==> config.mk <==
export PLATFORM = sky130hd
export DESIGN_NAME = mng_queue
export DESIGN_NICKNAME = d
export VERILOG_FILES = /design/src/hdl/mng_pkg.sv /design/src/hdl/mng_queue.sv
export SDC_FILE = /design/constraint.sdc
export NUM_CORES = 1
export LEC_CHECK = 0
export BUFFER_PORTS_ARGS = -buffer_cell sky130_fd_sc_hd__buf_2
export CAP_MARGIN = 20
export CORE_MARGIN = 2
export CORE_UTILIZATION = 50
export DETAILED_ROUTE_END_ITERATION = 10
export MAX_ROUTING_LAYER = met4
export PLACE_DENSITY_LB_ADDON = 0.08
export REMOVE_ABC_BUFFERS = 1
export SLEW_MARGIN = 10
export SYNTH_ARGS = -nofsm -noshare
export SYNTH_HDL_FRONTEND = slang
export SYNTH_SLANG_ARGS = --single-unit
==> constraint.sdc <==
create_clock -name i_clk -period 8.35 [get_ports i_clk]
set_clock_uncertainty 0.1 [all_clocks]
set_input_delay 0.835 -clock i_clk [delete_from_list [all_inputs] [get_ports i_clk]]
set_output_delay 0.835 -clock i_clk [all_outputs]
set_load 0.01 [all_outputs]
==> src/hdl/mng_pkg.sv <==
// ----------------------------------------------------------------------------
// mng_pkg
// Shared constants, types and the gamma threshold table for the peak
// normalising gamma 2.2 encoder.
// ----------------------------------------------------------------------------
package mng_pkg;

    localparam int MAX_WIDTH   = 256;
    localparam int MAX_HEIGHT  = 256;
    localparam int RATIO_BITS  = 12;

    localparam int CAPACITY    = MAX_WIDTH * MAX_HEIGHT;
    localparam int ADDR_W      = $clog2(CAPACITY);
    localparam int CNT_W       = $clog2(CAPACITY + 1);
    localparam int CHAN_W      = 32;
    localparam int PIX_W       = 3 * CHAN_W;
    localparam int RATIO_W     = RATIO_BITS + 1;
    localparam int DIV_STEPS   = RATIO_BITS + 1;
    localparam int STEP_W      = $clog2(DIV_STEPS);
    localparam int CODE_W      = 8;
    localparam int CODES       = 1 << CODE_W;
    localparam int DIM_W       = 9;
    localparam int CFG_IDX_W   = 1;
    localparam int QUEUE_DEPTH = 2;
    localparam int BIG_W       = 192;

    // action codes
    localparam logic ACT_LOAD = 1'b0;
    localparam logic ACT_EMIT = 1'b1;

    // register indexes
    localparam logic [CFG_IDX_W-1:0] REG_FRAME_WIDTH  = 1'd0;
    localparam logic [CFG_IDX_W-1:0] REG_FRAME_HEIGHT = 1'd1;

    typedef logic [RATIO_W-1:0] t_ratio;
    typedef t_ratio [CODES-1:0] t_thr_tab;

    // one emitted pixel on its way from front to back
    typedef struct packed {
        logic [CHAN_W-1:0] red;
        logic [CHAN_W-1:0] green;
        logic [CHAN_W-1:0] blue;
        logic [CHAN_W-1:0] peak;
        logic              last;
    } t_job;

    typedef enum logic [1:0] {
        S_IDLE,
        S_DIV,
        S_GAM,
        S_HOLD
    } t_back_state;

    // smallest ratio r with r^5 * 255^11 >= v^11 * 2^(5*RATIO_BITS), for every code v
    function automatic t_thr_tab build_thr();
        t_thr_tab          tab;
        logic [BIG_W-1:0]  k255;
        logic [BIG_W-1:0]  lhs;
        logic [BIG_W-1:0]  rhs;
        int                lo;
        int                hi;
        int                mid;
        k255 = BIG_W'(1);
        for (int i = 0; i < 11; i++) k255 = k255 * BIG_W'(255);
        for (int v = 0; v < CODES; v++) begin
            lhs = BIG_W'(1);
            for (int i = 0; i < 11; i++) lhs = lhs * BIG_W'(v);
            lhs = lhs << (5 * RATIO_BITS);
            lo = 0;
            hi = 1 << RATIO_BITS;
            for (int s = 0; s < RATIO_W; s++) begin
                if (lo < hi) begin
                    mid = (lo + hi) >> 1;
                    rhs = k255;
                    for (int i = 0; i < 5; i++) rhs = rhs * BIG_W'(mid);
                    if (rhs >= lhs) hi = mid;
                    else lo = mid + 1;
                end
            end
            tab[v] = RATIO_W'(lo);
        end
        return tab;
    endfunction

    localparam t_thr_tab GAMMA_THR = build_thr();

endpackage

==> src/hdl/mng_queue.sv <==
// ----------------------------------------------------------------------------
// mng_queue
// Short job queue between the front and the back.
// ----------------------------------------------------------------------------
module mng_queue (
    input  logic          i_clk,
    input  logic          i_rst_n,
    input  logic          i_push,
    input  mng_pkg::t_job i_job,
    output logic          o_full,
    output logic          o_valid,
    input  logic          i_pop,
    output mng_pkg::t_job o_job
);

    localparam int PTR_W = $clog2(mng_pkg::QUEUE_DEPTH);
    localparam int CNT_W = $clog2(mng_pkg::QUEUE_DEPTH + 1);

    mng_pkg::t_job    r_mem [mng_pkg::QUEUE_DEPTH];
    logic [PTR_W-1:0] r_wp;
    logic [PTR_W-1:0] r_rp;
    logic [CNT_W-1:0] r_cnt;
    logic             do_pop;

    assign o_full  = r_cnt == CNT_W'(mng_pkg::QUEUE_DEPTH);
    assign o_valid = r_cnt != '0;
    assign o_job   = r_mem[r_rp];
    assign do_pop  = i_pop && o_valid;

    function automatic logic [PTR_W-1:0] wrap_inc(input logic [PTR_W-1:0] p);
        if (p == PTR_W'(mng_pkg::QUEUE_DEPTH - 1)) return '0;
        return p + PTR_W'(1);
    endfunction

    // entry storage
    always_ff @(posedge i_clk) begin
        if (i_push) r_mem[r_wp] <= i_job;
    end

    // pointers and fill count
    always_ff @(posedge i_clk) begin
        if (!i_rst_n) begin
            r_wp  <= '0;
            r_rp  <= '0;
            r_cnt <= '0;
        end else begin
            if (i_push) r_wp <= wrap_inc(r_wp);
            if (do_pop) r_rp <= wrap_inc(r_rp);
            case ({i_push, do_pop})
                2'b10:   r_cnt <= r_cnt + CNT_W'(1);
                2'b01:   r_cnt <= r_cnt - CNT_W'(1);
                default: r_cnt <= r_cnt;
            endcase
        end
    end

endmodule

==> impl_metrics.ini <==
[clocking]
cts_resized = 0
worstSkewPairLatency_ns = 0.52
numCtsBuffers = 27
post-cts-setup-buffers = 0
clkSinkCount = 263
clk_pin_slew_ns = 0.06
clockBufferDepth = 3
cts_root_buf = clkbuf_16
h-tree-depth = 1
hold_buffers = 0
cts_tree = yes

[timing]
period_share_pct = 45.8
fin_setup_tns_ns = 0
rsz0062_at_grt = no
fin_crit_ns = 3.83
whs_ns = 0.397
worst_slew_pin_slew_ns = 1.08
fmax_ghz = 0.261
slew_viol_final = 0
finalHoldViolCount = 0
setup_viol = 0
fin_ws_ns = 4.52
relSlewSlack_pct = 28.2

[setup_path]
slowest_stage = dfxtp_4
crit_family = buffers and inverters
critPathArrivalTime_ns = 2.89
cp_max_fo = 72
path_buf_inv = 2
slowest_delay_ns = 0.85
path_class = reg -> out
worst_ep_required_time_ns = 7.41
cp-end-kind = primary output
cp-start-kind = flip-flop
path_cells = buf_4 -> mux2_2 -> buf_2

[synthesis]
ys_top_cells_by_area = edfxtp_1 81%, mux2_2 15%, dfxtp_1 1.1%
netlist_instances = 424
ys_seq_area_share_pct = 82.4
ys_seq_elements = 263
ys_warn_count = 0
synth_area_per_cell_um2 = 22.5
syn_area_mm2 = 0.00952
synth_top_area_cell = edfxtp_1
synth_top_area_share_pct = 81.3
ys_types = 17

[detailed_routing]
wl_um = 18000
wl_per_cell_um = 18.7
drc = 0
ant_nets = 0
dr_total_vias = 4829
drt_pass1_iterations = 4
first_iter_violations = 227
vias_per_cell = 5.02

[place]
io_buffers = 263
dp_hpwl_um = 11700
dpl_worst_slack_ns = 5.01
gp_congestion = 0.744

[pwr]
p_leak_uw = 0.00442
vdd_drop_max_v = 0.000175
power.density_mw_per_mm2 = 275

[finish]
area_delta_synth_final_pct = 24.4
layout-drive-gt1-share_pct = 59.9
multi_input_comb_area_mm2 = 0.00159
final_nets = 840
register_area_mm2 = 0.00785
fillers = 1370

[global_routing]
antenna_found_initial = 3
grt_pass1_wl_um = 26700
grt_max_degree = 80
grt_pass1_vias = 5180
grt_usage_pct = 17.7
overflow = 0

[die]
ios = 264
die_width_um = 142
core_area_mm2 = 0.0187
die_area_mm2 = 0.0202
start_util_pct = 50.9
rows = 50
die_y_um = 142

[outcome]
status = completed

[worst_hold_path]
min_path_type = in -> reg

[job]
max-cap-violations = 0
routing by layer:
| metal | global-route usage, % | vias to the layer above | part of all wire, % |
|---|---|---|---|
| met5 | - | - | 0 |
| met4 | 5.58 | 0 | 2.0 |
| met3 | 4.71 | 24 | 7.4 |
| met2 | 29.8 | 175 | 52 |
| met1 | 21.0 | 2378 | 39 |
| li1 | - | 2252 | - |
kinds of logic (layout without fill, tap and decap cells):
family	Yosys count	in the layout	share of synthesized area [%]
AO/OA/AOI/OAI	4	4	0.289
flip-flops	263	263	82.4
other	0	4	0
AND/OR/NAND/NOR	9	9	0.591
adder cells (fa/ha/maj)	1	1	0.131
buffers and inverters	15	315	1.06
multiplexers	129	129	15.3
XOR/XNOR	3	3	0.276
final timing paths:
path	startpoint	endpoint	slack, ns	cells past startpoint
max reg2reg	r_wp	r_mem[1][126]	5.82	2
min	i_job[52]	r_mem[1][52]	0.40	1
min reg2reg	r_cnt[1]	r_cnt[1]	0.42	2
max	flip-flop	o_job[46]	4.52	3
cell type report:
| type | count | share of cell area (%) |
|---|---|---|
| Tap cell | 234 | 2.47 |
| Timing Repair Buffer | 267 | 11.4 |
| Clock inverter | 13 | 0.507 |
| Antenna cell | 4 | 0.0845 |
| Clock buffer | 34 | 5.92 |
| Multi-Input combinational cell | 146 | 13.4 |
| Sequential cell | 263 | 66.2 |
| Inverter | 1 | 0.0317 |
layout by cell type (no fill, tap or decap), drive strengths merged:
master and count:
o21a 2, diode 4, nor2b 3, dfxtp 5, mux2 129, edfxtp 258, a21boi 1, nor2 1
xnor2 3, clkbuf 34, or2 1, and2b 1, buf 267, ha 1, clkinv 12, inv 2
or3 1, o21ai 1, and2 2
through the flow:
step	cell area (um^2)	cells	util, %	total power, uW
after floorplan	9430	410	-	2030
after global placement	11100	911	59.2	2240
after detailed placement	11100	911	59.2	2250
after CTS	11800	958	63.3	3300
after global routing	11800	961	63.3	3390
final	11900	962	63.4	3260
sequential cells by signal (all words and copies together), names as in the netlist, named ones only:
register  flops
r_mem       258
r_wp          1
r_rp          1
r_cnt         2
cell usage after synthesis, drive strengths merged:
master	instances
o21a	2
or2	1
buf	14
nor2b	3
mux2	129
and2	2
or3	1
nor2	1
edfxtp	258
inv	1
a21boi	1
and2b	1
dfxtp	5
xnor2	3
ha	1
o21ai	1
power breakdown:
part	switching [uW]	leakage [uW]	internal, uW
Clock	451	0.000376	589
Combinational	298	0.00158	324
Sequential	59.2	0.00246	1530
(Power assumes the default switching activity.)
